File: src/rtl/der_sig_pkg.sv
// ----------------------------------------------------------------------------
// der_sig_pkg
// shared types and constants of the der signature parser
// ----------------------------------------------------------------------------
package der_sig_pkg;

  localparam logic [7:0] SEQ_TAG = 8'h30;
  localparam logic [7:0] INT_TAG = 8'h02;

  localparam logic [8:0] POS_MAX = 9'd511;

  localparam logic [1:0] KIND_R       = 2'd0;
  localparam logic [1:0] KIND_S       = 2'd1;
  localparam logic [1:0] KIND_VERDICT = 2'd2;

  // output queue depth, a power of two and at least two
  localparam int OUT_DEPTH = 4;
  localparam int PTR_W     = $clog2(OUT_DEPTH);
  localparam int CNT_W     = $clog2(OUT_DEPTH + 1);

  typedef struct packed {
    logic [7:0] out_byte;
    logic [1:0] kind;
    logic       valid_res;
    logic       last_result;
  } res_t;

endpackage

File: src/rtl/der_sig_in_if.sv
// ----------------------------------------------------------------------------
// der_sig_in_if
// input byte channel of the der signature parser
// ----------------------------------------------------------------------------
interface der_sig_in_if;
  logic       valid;
  logic       ready;
  logic [7:0] data_byte;
  logic       end_of_buffer;

  modport source (output valid, output data_byte, output end_of_buffer, input ready);
  modport sink   (input valid, input data_byte, input end_of_buffer, output ready);
endinterface

File: src/rtl/der_sig_out_if.sv
// ----------------------------------------------------------------------------
// der_sig_out_if
// result channel of the der signature parser
// ----------------------------------------------------------------------------
interface der_sig_out_if;
  logic       valid;
  logic       ready;
  logic [7:0] out_byte;
  logic [1:0] kind;
  logic       valid_res;
  logic       last_result;

  modport source (output valid, output out_byte, output kind, output valid_res,
                  output last_result, input ready);
  modport sink   (input valid, input out_byte, input kind, input valid_res,
                  input last_result, output ready);
endinterface

File: src/rtl/der_signature_parse.sv
// ----------------------------------------------------------------------------
// der_signature_parse
// streaming layout check of a der encoded ecdsa signature
// ----------------------------------------------------------------------------
// usage:
//   in_ch carries one byte of the encoded buffer per transaction, the final
//   byte flagged by end_of_buffer. out_ch carries r content bytes (kind 0),
//   s content bytes (kind 1) and, on the final byte, one verdict (kind 2,
//   valid_res set when the signature is well formed, last_result set).
//   r bytes sent before a failure is detected stay sent; the verdict tells
//   the consumer to drop them. trailing bytes after s are ignored.
// timing and throughput:
//   a byte is parsed in the cycle it is accepted and its results enter a
//   four-entry output queue; the first result is visible in the next cycle.
//   one byte is taken per cycle while in_ch.ready is high. a final byte that
//   also carries a content byte yields two results, which costs the output
//   side an extra read; otherwise the rate is one byte per cycle, set by
//   the queue's one read port per cycle.
// reset and stall:
//   rst clears the parse state and empties the queue. when the receiver
//   stalls, the queue fills and in_ch.ready drops once fewer than two free
//   entries remain; nothing is lost or repeated.
// ----------------------------------------------------------------------------
module der_signature_parse
  import der_sig_pkg::*;
(
  input  logic         clk,
  input  logic         rst,
  der_sig_in_if.sink   in_ch,
  der_sig_out_if.source out_ch
);

  // parse state
  logic [8:0] byte_position;
  logic [7:0] sequence_length;
  logic [7:0] r_length;
  logic [7:0] s_length;
  logic       failed;

  logic [8:0] byte_position_next;
  logic [7:0] sequence_length_next;
  logic [7:0] r_length_next;
  logic [7:0] s_length_next;
  logic       failed_next;

  // output queue
  res_t             queue [OUT_DEPTH];
  logic [PTR_W-1:0] wr_ptr;
  logic [PTR_W-1:0] rd_ptr;
  logic [CNT_W-1:0] count;
  logic [CNT_W-1:0] count_next;

  logic       accept;
  logic       pop;
  logic       emit_content;
  logic [1:0] content_kind;
  logic       emit_verdict;
  logic       ok;
  res_t       res0;
  res_t       res1;
  logic [1:0] push_n;

  // widened comparands
  logic [9:0] pos_w;
  logic [9:0] lr_w;
  logic [9:0] ls_w;
  logic [9:0] seq_sum;
  logic [9:0] need_end;

  assign accept = in_ch.valid && in_ch.ready;
  assign pop    = out_ch.valid && out_ch.ready;

  // room for two results so any byte can be taken
  assign in_ch.ready = (count <= CNT_W'(OUT_DEPTH - 2));

  assign pos_w = {1'b0, byte_position};
  assign lr_w  = {2'b00, r_length};
  assign ls_w  = {2'b00, s_length};

  // the sequence length check uses the length byte being parsed
  assign seq_sum = lr_w + {2'b00, in_ch.data_byte} + 10'd4;

  always_comb begin
    sequence_length_next = sequence_length;
    r_length_next        = r_length;
    s_length_next        = s_length;
    failed_next          = failed;
    emit_content         = 1'b0;
    content_kind         = KIND_R;

    if (byte_position == 9'd0) begin
      if (in_ch.data_byte != SEQ_TAG) failed_next = 1'b1;
    end else if (byte_position == 9'd1) begin
      sequence_length_next = in_ch.data_byte;
    end else if (byte_position == 9'd2) begin
      if (in_ch.data_byte != INT_TAG) failed_next = 1'b1;
    end else if (byte_position == 9'd3) begin
      r_length_next = in_ch.data_byte;
      if (in_ch.data_byte == 8'd0) failed_next = 1'b1;
    end else if (pos_w < lr_w + 10'd4) begin
      // r content
      emit_content = !failed;
      content_kind = KIND_R;
    end else if (pos_w == lr_w + 10'd4) begin
      if (in_ch.data_byte != INT_TAG) failed_next = 1'b1;
    end else if (pos_w == lr_w + 10'd5) begin
      s_length_next = in_ch.data_byte;
      if (in_ch.data_byte == 8'd0) failed_next = 1'b1;
      if ({2'b00, sequence_length} != seq_sum) failed_next = 1'b1;
    end else if (pos_w < lr_w + ls_w + 10'd6) begin
      // s content
      emit_content = !failed;
      content_kind = KIND_S;
    end
  end

  // verdict looks at the state as this byte leaves it
  assign need_end = {2'b00, r_length_next} + {2'b00, s_length_next} + 10'd5;
  assign ok = !failed_next && (s_length_next != 8'd0) && (pos_w >= need_end);
  assign emit_verdict = in_ch.end_of_buffer;

  assign byte_position_next = (byte_position < POS_MAX) ? byte_position + 9'd1 : POS_MAX;

  always_comb begin
    res1.out_byte    = 8'd0;
    res1.kind        = KIND_VERDICT;
    res1.valid_res   = ok;
    res1.last_result = 1'b1;
    if (emit_content) begin
      res0.out_byte    = in_ch.data_byte;
      res0.kind        = content_kind;
      res0.valid_res   = 1'b0;
      res0.last_result = 1'b0;
    end else begin
      res0 = res1;
    end
    if (!accept) begin
      push_n = 2'd0;
    end else begin
      push_n = {1'b0, emit_content} + {1'b0, emit_verdict};
    end
  end

  always_ff @(posedge clk) begin
    if (rst) begin
      byte_position   <= '0;
      sequence_length <= '0;
      r_length        <= '0;
      s_length        <= '0;
      failed          <= 1'b0;
    end else if (accept) begin
      if (in_ch.end_of_buffer) begin
        // next byte opens a new buffer
        byte_position   <= '0;
        sequence_length <= '0;
        r_length        <= '0;
        s_length        <= '0;
        failed          <= 1'b0;
      end else begin
        byte_position   <= byte_position_next;
        sequence_length <= sequence_length_next;
        r_length        <= r_length_next;
        s_length        <= s_length_next;
        failed          <= failed_next;
      end
    end
  end

  // queue storage, one or two writes per cycle
  always_ff @(posedge clk) begin
    if (push_n != 2'd0) queue[wr_ptr] <= res0;
    if (push_n == 2'd2) queue[wr_ptr + PTR_W'(1)] <= res1;
  end

  always_comb begin
    count_next = count + CNT_W'(push_n);
    if (pop) count_next = count_next - CNT_W'(1);
  end

  always_ff @(posedge clk) begin
    if (rst) begin
      wr_ptr <= '0;
      rd_ptr <= '0;
      count  <= '0;
    end else begin
      wr_ptr <= wr_ptr + PTR_W'(push_n);
      if (pop) rd_ptr <= rd_ptr + PTR_W'(1);
      count <= count_next;
    end
  end

  assign out_ch.valid       = (count != '0);
  assign out_ch.out_byte    = queue[rd_ptr].out_byte;
  assign out_ch.kind        = queue[rd_ptr].kind;
  assign out_ch.valid_res   = queue[rd_ptr].valid_res;
  assign out_ch.last_result = queue[rd_ptr].last_result;

  // queue never overflows
  a_no_overflow: assert property (@(posedge clk) disable iff (rst)
    count <= CNT_W'(OUT_DEPTH))
    else $error("output queue overflow");

  // a final byte returns the parser to its start
  a_end_resets: assert property (@(posedge clk) disable iff (rst)
    accept && in_ch.end_of_buffer |=> byte_position == 9'd0 && !failed && s_length == 8'd0)
    else $error("parse state not cleared after end of buffer");

  // failure is sticky within a buffer
  a_fail_sticky: assert property (@(posedge clk) disable iff (rst)
    accept && failed && !in_ch.end_of_buffer |=> failed)
    else $error("failure flag dropped inside a buffer");

  // a byte with end of buffer always queues a verdict
  a_verdict_pushed: assert property (@(posedge clk) disable iff (rst)
    accept && in_ch.end_of_buffer |-> push_n != 2'd0)
    else $error("verdict not queued");

endmodule

File: src/flat_wrapper.sv
// flat-port wrapper written by rule: the top's interface ports become plain ports
module der_signature_parse_flat import der_sig_pkg::*;
  (clk, rst, in_ch_valid, in_ch_data_byte, in_ch_end_of_buffer, in_ch_ready, out_ch_valid, out_ch_out_byte, out_ch_kind, out_ch_valid_res, out_ch_last_result, out_ch_ready);
  der_sig_in_if in_ch_i ();
  der_sig_out_if out_ch_i ();
  input  logic clk;
  input  logic rst;
  input wire logic [$bits(in_ch_i.valid)-1:0] in_ch_valid;
  input wire logic [$bits(in_ch_i.data_byte)-1:0] in_ch_data_byte;
  input wire logic [$bits(in_ch_i.end_of_buffer)-1:0] in_ch_end_of_buffer;
  output wire logic [$bits(in_ch_i.ready)-1:0] in_ch_ready;
  output wire logic [$bits(out_ch_i.valid)-1:0] out_ch_valid;
  output wire logic [$bits(out_ch_i.out_byte)-1:0] out_ch_out_byte;
  output wire logic [$bits(out_ch_i.kind)-1:0] out_ch_kind;
  output wire logic [$bits(out_ch_i.valid_res)-1:0] out_ch_valid_res;
  output wire logic [$bits(out_ch_i.last_result)-1:0] out_ch_last_result;
  input wire logic [$bits(out_ch_i.ready)-1:0] out_ch_ready;
  assign in_ch_i.valid = in_ch_valid;
  assign in_ch_i.data_byte = in_ch_data_byte;
  assign in_ch_i.end_of_buffer = in_ch_end_of_buffer;
  assign in_ch_ready = in_ch_i.ready;
  assign out_ch_valid = out_ch_i.valid;
  assign out_ch_out_byte = out_ch_i.out_byte;
  assign out_ch_kind = out_ch_i.kind;
  assign out_ch_valid_res = out_ch_i.valid_res;
  assign out_ch_last_result = out_ch_i.last_result;
  assign out_ch_i.ready = out_ch_ready;
  der_signature_parse u_core (.clk(clk), .rst(rst), .in_ch(in_ch_i), .out_ch(out_ch_i));
endmodule
File: config.mk
export PLATFORM = sky130hd
export DESIGN_NAME = der_signature_parse_flat
export DESIGN_NICKNAME = d
export VERILOG_FILES = /design/src/rtl/der_sig_pkg.sv /design/src/rtl/der_sig_in_if.sv /design/src/rtl/der_sig_out_if.sv /design/src/rtl/der_signature_parse.sv /design/src/flat_wrapper.sv
export SDC_FILE = /design/constraint.sdc
export NUM_CORES = 1
export LEC_CHECK = 0
export ABC_AREA = 1
export BUFFER_PORTS_ARGS = -buffer_cell sky130_fd_sc_hd__buf_2
export CAP_MARGIN = 20
export CORE_MARGIN = 2
export CORE_UTILIZATION = 55
export DETAILED_ROUTE_END_ITERATION = 7
export PLACE_DENSITY = 0.72
export SYNTH_ARGS = -nofsm -noshare
export SYNTH_HDL_FRONTEND = slang
export SYNTH_SLANG_ARGS = --single-unit
File: constraint.sdc
create_clock -name clk -period 13.55 [get_ports clk]
set_input_delay 4.065 -clock clk [delete_from_list [all_inputs] [get_ports clk]]
set_output_delay 4.065 -clock clk [all_outputs]
set_load 0.02 [all_outputs]
==> qor.yml, run 1 <==
slowest_delay_ns: 0.40
post-route-period-util_pct: 54.1
critPathCaptureType: "flop"
hold_start: "u_core.queue[3][3]"
cpMaxStageDelayCell: "fa_1"
synth_edf_count: 4
setup_viol: 0
die_width_um: 116
cts_buffers: 9
tightestPinTransition_ns: 1.05
cts_tree: "done"
yosysSeqAreaShare_pct: 25.8
fin_setup_tns_ns: 0
first_global_vias: 6118
coreArea_um2: 12200
ys.flop_type: "dfxtp_1"
final.min_clock_period_ns: 7.33
critical_path_required_ns: 13.66
rr_startpoint: "u_core.r_length[2]"
rsz0062_at_grt: "no"
synth_nets: 1108
areaGrowthSynthToFinish_pct: 7.64
initial_core_util_pct: 56.8
cts_resized: 0
dieArea_um2: 13500
antenna_found_initial: 0
arrival_ns: 7.44
clk_path_buf_depth: 2
gp_congestion: 0.945
vias_per_cell: 5.54
worstSkewPairLatency_ns: 0.36
placed_cell_area_um2: 7090
cp-start-kind: "input port"
yosysWarningCount: 0
io_pins: 27
htree_levels: 3
hold_path_end: "u_core.queue[3][3]"
drt_first_iter_violations: 517
status: "finished, final reports clean"
design_area_um2: 7440
ys_ff_latch: 87
via_count: 6665
max_freq_mhz: 136
hold_viol: 0
cap_violations: 0
wirelength_mm: 18.1
n_antenna_cell: 0
crit_fanout: 7
critical_path_class: "in -> reg"
hpwlAfterDp_mm: 13.2
overflow: 0
io_buffers: 26
rrSetupSlack_ns: 7.38
path_cells: "buf_2 -> inv_1 -> nand3_1 -> nand2_1 -> inv_1 -> ha_1 -> fa_1 -> a21oi_1 -> o21bai_1 -> xor2_1 -> nor3b_1 -> xor2_1 -> ha_1 -> nand2_1 -> nor2_1 -> a2111oi_0 -> o21ai_0 -> a21o_1 -> nand2_1 -> nor2_2 -> nand2_2 -> nor2_1"
synthesis.instances: 1027
drv_slew: 0
netlist_area_um2: 6910
cts.clk_slew.worst_paths_ns: 0.06
skew_ns: 0.00832
rows: 40
whs_ns: 0.457
max_slew_margin_pct: 29.5
grt_pass1_wl_mm: 29.8
vdd_drop_max_mv: 0.0962
dr.pass1.iters: 5
p_leak_nw: 3.60
synth_area_per_cell_um2: 6.73
postCtsHoldBufs: 0
drc: 0
hold_path_depth: 2
postCtsSetupRepairBufs: 0
cts_sinks: 87
final_layout_size_suffix_gt1_share_pct: 8.01
r2r_end: "u_core.queue[2][1]"
power_mw: 0.847
ant_nets: 0
synthArstFlopShare_pct: 0
grt_max_degree: 38
cp_common_cell: "nand2_1"
grtUsageTotal_pct: 28.4
final_nets: 1112
routedWlPerCell_um: 15.1
netlist-cell-type-count: 53
post-route-util_pct: 61.2
power_density_nw_per_um2: 114
dieHeight_um: 116
hold_class: "reg -> reg"
reg2regPathDepth: 31
cts_root_buf: "clkbuf_16"
state kept, by name, summed over array words and instances (netlist names), named ones only:
register / count
u_core.byte_position: 9
u_core.count: 3
u_core.failed: 1
u_core.queue: 44
u_core.r_length: 8
u_core.rd_ptr: 2
u_core.s_length: 8
u_core.sequence_length: 8
u_core.wr_ptr: 2
synth_stat cells (5+ instances only):
library cell | count | area [um2]
xor2_1 | 28 | 245
o21ai_0 | 51 | 255
inv_1 | 104 | 390
nand4_1 | 12 | 75.1
dfxtp_1 | 83 | 1660
nand2_1 | 258 | 968
o21ai_1 | 5 | 25.0
ha_1 | 64 | 801
nor3_1 | 15 | 75.1
clkbuf_1 | 26 | 97.6
o22ai_1 | 11 | 68.8
o21bai_1 | 7 | 52.6
nor3_2 | 5 | 50.1
a21oi_1 | 70 | 350
xnor2_1 | 15 | 131
inv_2 | 9 | 33.8
nand3_1 | 132 | 661
nor2_1 | 68 | 255
metal layers:
| layer | global-route usage, % | routed length (um) |
|---|---|---|
| met1 | 39.1 | 8550 |
| met3 | 5.60 | 1090 |
| met2 | 44.8 | 8060 |
| met5 | 0 | 0 |
| met4 | 9.92 | 427 |
layout make-up:
cell class,instances,area [um2]
well taps,168,210
clock buffers,10,239
multi-input cells,789,4520
flip-flops and latches,87,1780
inverters,116,440
clock inverters,6,80.1
fillers,1182,4720
repair buffers,28,165
kinds of logic (layout without fill, tap and decap cells):
family                     after synthesis  after routing  share of synthesized area (%)
DFF                                     87             87                           25.8
xor gates and xnor gates                45             45                           5.92
and+or+nand+nor                        521            521                           34.6
adders and majority gates               68             68                           12.7
buffers and inverters                  151            160                           8.78
AOI/OAI and AO/OA                      155            155                           12.1
through the flow:
stage | cells | setup WS, ns
after floorplan | 1027 | 6.30
after global placement | 1187 | 5.94
after detailed placement | 1187 | 5.87
after CTS | 1203 | 6.22
after global routing | 1204 | 5.86
final | 1204 | 6.22
layout by cell type, fill, tap and decap left out, types with 5 or more instances in the layout:
master and instances:
nor3_2 5, nor2_1 68, o21ai_0 51, nand3_1 132, ha_1 64, inv_2 9
nand4_1 12, nor3_1 15, xnor2_1 15, o21bai_1 7, inv_1 104, buf_2 26
xor2_1 28, nand2_1 258, dfxtp_1 83, o21ai_1 5, o22ai_1 11, clkbuf_16 9
a21oi_1 70
critical path: cells and delay by family:
family                   cells  cell delay (ns)
AO/OA/AOI/OAI                5             0.90
adder cells (fa/ha/maj)      3             0.90
buffers and inverters        3             0.31
XOR/XNOR                     2             0.41
AND/OR/NAND/NOR              9             0.85
power breakdown:
part,switching [mW],internal [mW]
clock network,0.116,0.151
registers,0.0288,0.292
logic,0.175,0.0828
how the worst max path moves through the flow:
stage,slack (ns),to,startpoint
after global routing,5.86,u_core.queue[3][1],in_ch_data_byte[1]
after detailed placement,5.87,u_core.queue[2][1],in_ch_data_byte[0]
after CTS,6.22,u_core.queue[2][1],in_ch_data_byte[0]
final,6.22,u_core.queue[2][1],in_ch_data_byte[0]
after floorplan,6.30,u_core.queue[0][1],in_ch_data_byte[1]
after global placement,5.94,u_core.queue[2][1],in_ch_data_byte[0]
Power figures use the tool's default switching activity.
==> inputs of run 2 (changes only) <==
==> constraint.sdc (replaced) <==
create_clock -name clk -period 7.55 [get_ports clk]
set_input_delay 2.265 -clock clk [delete_from_list [all_inputs] [get_ports clk]]
set_output_delay 2.265 -clock clk [all_outputs]
set_load 0.02 [all_outputs]
==> run 2 against run 1 <==
Combinational power increased by 83%. Sequential share of layout area about the same. Sequential power increased by 80%. Utilization decreased by 0.11 points. Clock-buffer cell count decreased by 1. Global-route usage decreased by 0.12 points. Via count increased by 0.33%. Critical path depth increased by 9. Final area decreased by 0.19%. First-iteration DRC count increased by 8.9%. Critical path type is now reg -> reg. Highest routed layer unchanged.
==> qor.yml, run 2 (same netlist as run 1, synthesis figures left out) <==
status: "finished, final reports clean"
final_layout_size_suffix_gt1_share_pct: 8.10  # +0.089 points
critical_path_class: "reg -> reg"
antenna_found_initial: 0  # unchanged
rsz0062_at_grt: "no"
reg2regPathDepth: 31  # unchanged
cts_tree: "done"
via_count: 6687  # +0.33%
setup_viol: 0  # unchanged
drt_first_iter_violations: 563  # +8.9%
reg_top3: "u_core.queue (44), u_core.byte_position (9)"
p_int_mw: 0.909  # +73%
slowest_delay_ns: 0.57  # +0.17 ns
overflow: 0  # unchanged
placed_cell_area_um2: 7100  # +0.11%
grtUsageTotal_pct: 28.3  # -0.12 points
critical_path_required_ns: 7.66  # -6.00 ns
rows: 40  # unchanged
final_cell_mix: "258 x nand2_1, 132 x nand3_1, 104 x inv_1"
seqPwrFrac_pct: 38.4  # +0.5 points
largest_reg_flops: 44  # unchanged
io_buffers: 26  # unchanged
grt_max_degree: 38  # unchanged
hold_path_depth: 2  # unchanged
coreArea_um2: 12200  # unchanged
dieHeight_um: 116  # unchanged
power_density_nw_per_um2: 203  # +78%
vias_per_cell: 5.55  # +0.25%
worstSkewPairLatency_ns: 0.36  # about the same
dieArea_um2: 13500  # unchanged
post-route-period-util_pct: 77.1
fin_setup_tns_ns: 0  # unchanged
hold_start: "u_core.queue[2][3]"
dp.cells: 1188  # +0.084%
htree_levels: 3  # unchanged
final.min_clock_period_ns: 5.82
final_common_cell: "nand2_1"
cts.clk_slew.worst_paths_ns: 0.07  # about the same
hpwlAfterDp_mm: 13.3  # +0.23%
final_nets: 1113  # +0.090%
arrival_ns: 5.93  # -1.51 ns
cts_sinks: 87  # unchanged
post-route-util_pct: 61.1  # -0.11 points
ant_nets: 0  # unchanged
p_clk_share_pct: 30.2  # -1.4 points
cts_resized: 0  # unchanged
power_mw: 1.51  # +78%
areaGrowthSynthToFinish_pct: 7.44
p_leak_nw: 3.60  # about the same
max_freq_mhz: 172
design_area_um2: 7430  # -0.19%
hold_viol: 0  # unchanged
postCtsSetupRepairBufs: 0  # unchanged
postCtsHoldBufs: 0  # unchanged
skew_ns: 0.0138  # +0.00551 ns
grt_pass1_wl_mm: 30.0  # +0.70%
io_pins: 27  # unchanged
routedWlPerCell_um: 15.4  # +2.4%
gp_congestion: 0.941  # -0.34%
crit_fanout: 9  # +2
dr.pass1.iters: 8  # +3
clk_path_buf_depth: 2  # unchanged
tightestPinTransition_ns: 1.01  # -0.0436 ns
power.switching_mw: 0.597  # +86%
die_width_um: 116  # unchanged
first_global_vias: 6068  # -0.82%
n_antenna_cell: 0  # unchanged
hold_path_end: "u_core.queue[2][3]"
max_slew_margin_pct: 32.5  # +2.9 points
r2r_end: "u_core.queue[0][1]"
initial_core_util_pct: 56.8  # unchanged
combPwrFrac_pct: 31.4  # +0.9 points
cts_root_buf: "clkbuf_16"
drc: 0  # unchanged
wirelength_mm: 18.6  # +2.5%
cap_violations: 0  # unchanged
rr_startpoint: "u_core.r_length[3]"
cp-start-kind: "flop"
swShare_pct: 39.7  # +1.8 points
critPathCaptureType: "flop"
top_register: "u_core.queue"
hold_class: "reg -> reg"
cpMaxStageDelayCell: "dfxtp_1"
cts_buffers: 9  # unchanged
rrSetupSlack_ns: 1.73  # -5.65 ns
layout.cells.non_filler: 1205  # +0.083%
vdd_drop_max_mv: 0.202  # +110%
drv_slew: 0  # unchanged
==> run 2: changes by cell type in the layout (fill, tap and decap cells not counted) <==
cell / delta
clkinv_4: -1
buf_4: +1
inv_6: +1
clkbuf_8: -1
bufinv_16: -1
inv_8: +2
==> run 2: how the worst max path moves through the flow <==
stage	cells after the start	slack, ns	start	end
2_1_floorplan	21	2.10	in_ch_data_byte[1]	u_core.queue[0][1]
3_3_place_gp	22	1.81	in_ch_data_byte[0]	u_core.queue[3][1]
3_5_place_dp	22	1.69	in_ch_data_byte[0]	u_core.queue[0][1]
4_1_cts	31	1.74	u_core.r_length[3]	u_core.queue[0][1]
5_1_grt	31	1.10	u_core.r_length[2]	u_core.queue[1][1]
6_report	31	1.73	u_core.r_length[3]	u_core.queue[0][1]
==> run 2: routing by layer <==
layer / vias up / global-route usage (%) / share of wire [%]
li1: 3416 / - / -
met1: 3005 / 40.7 / 47
met2: 234 / 43.8 / 44
met3: 32 / 3.48 / 6.4
met4: 0 / 10.2 / 2.2
met5: - / 0 / 0
==> run 2: metrics by stage <==
stage | worst slack (ns) | hold slack (ns)
2_1_floorplan | 2.10 | 0.421
3_3_place_gp | 1.81 | 0.438
3_5_place_dp | 1.69 | 0.447
4_1_cts | 1.74 | 0.461
5_1_grt | 1.10 | 0.484
6_report | 1.73 | 0.460
==> run 2: area by class of cell <==
class                      count  area, um2
clock inverter                 7       72.6
fill                        1194       4740
timing repair buffer          29        173
sequential                    87       1780
clock buffer                   9        225
tap                          168        210
multi-input combinational    789       4520
inverter                     116        440
==> run 2: critical path: cells and delay by family, from the launching register on <==
| family | cells | cell delay (ns) |
|---|---|---|
| xor+xnor | 2 | 0.38 |
| simple gates | 16 | 1.98 |
| flops | 1 | 0.57 |
| fa+ha+maj | 5 | 1.51 |
| compound gates | 6 | 1.02 |
| buf+inv | 2 | 0.10 |
==> run 2: power by group through the flow <==
stage          clock, mW  combinational [mW]  sequential (mW)
2_1_floorplan          0               0.351            0.563
3_3_place_gp           0               0.448            0.586
3_5_place_dp           0               0.455            0.587
4_1_cts            0.458               0.458            0.577
5_1_grt            0.476               0.520            0.586
6_report           0.454               0.473            0.579
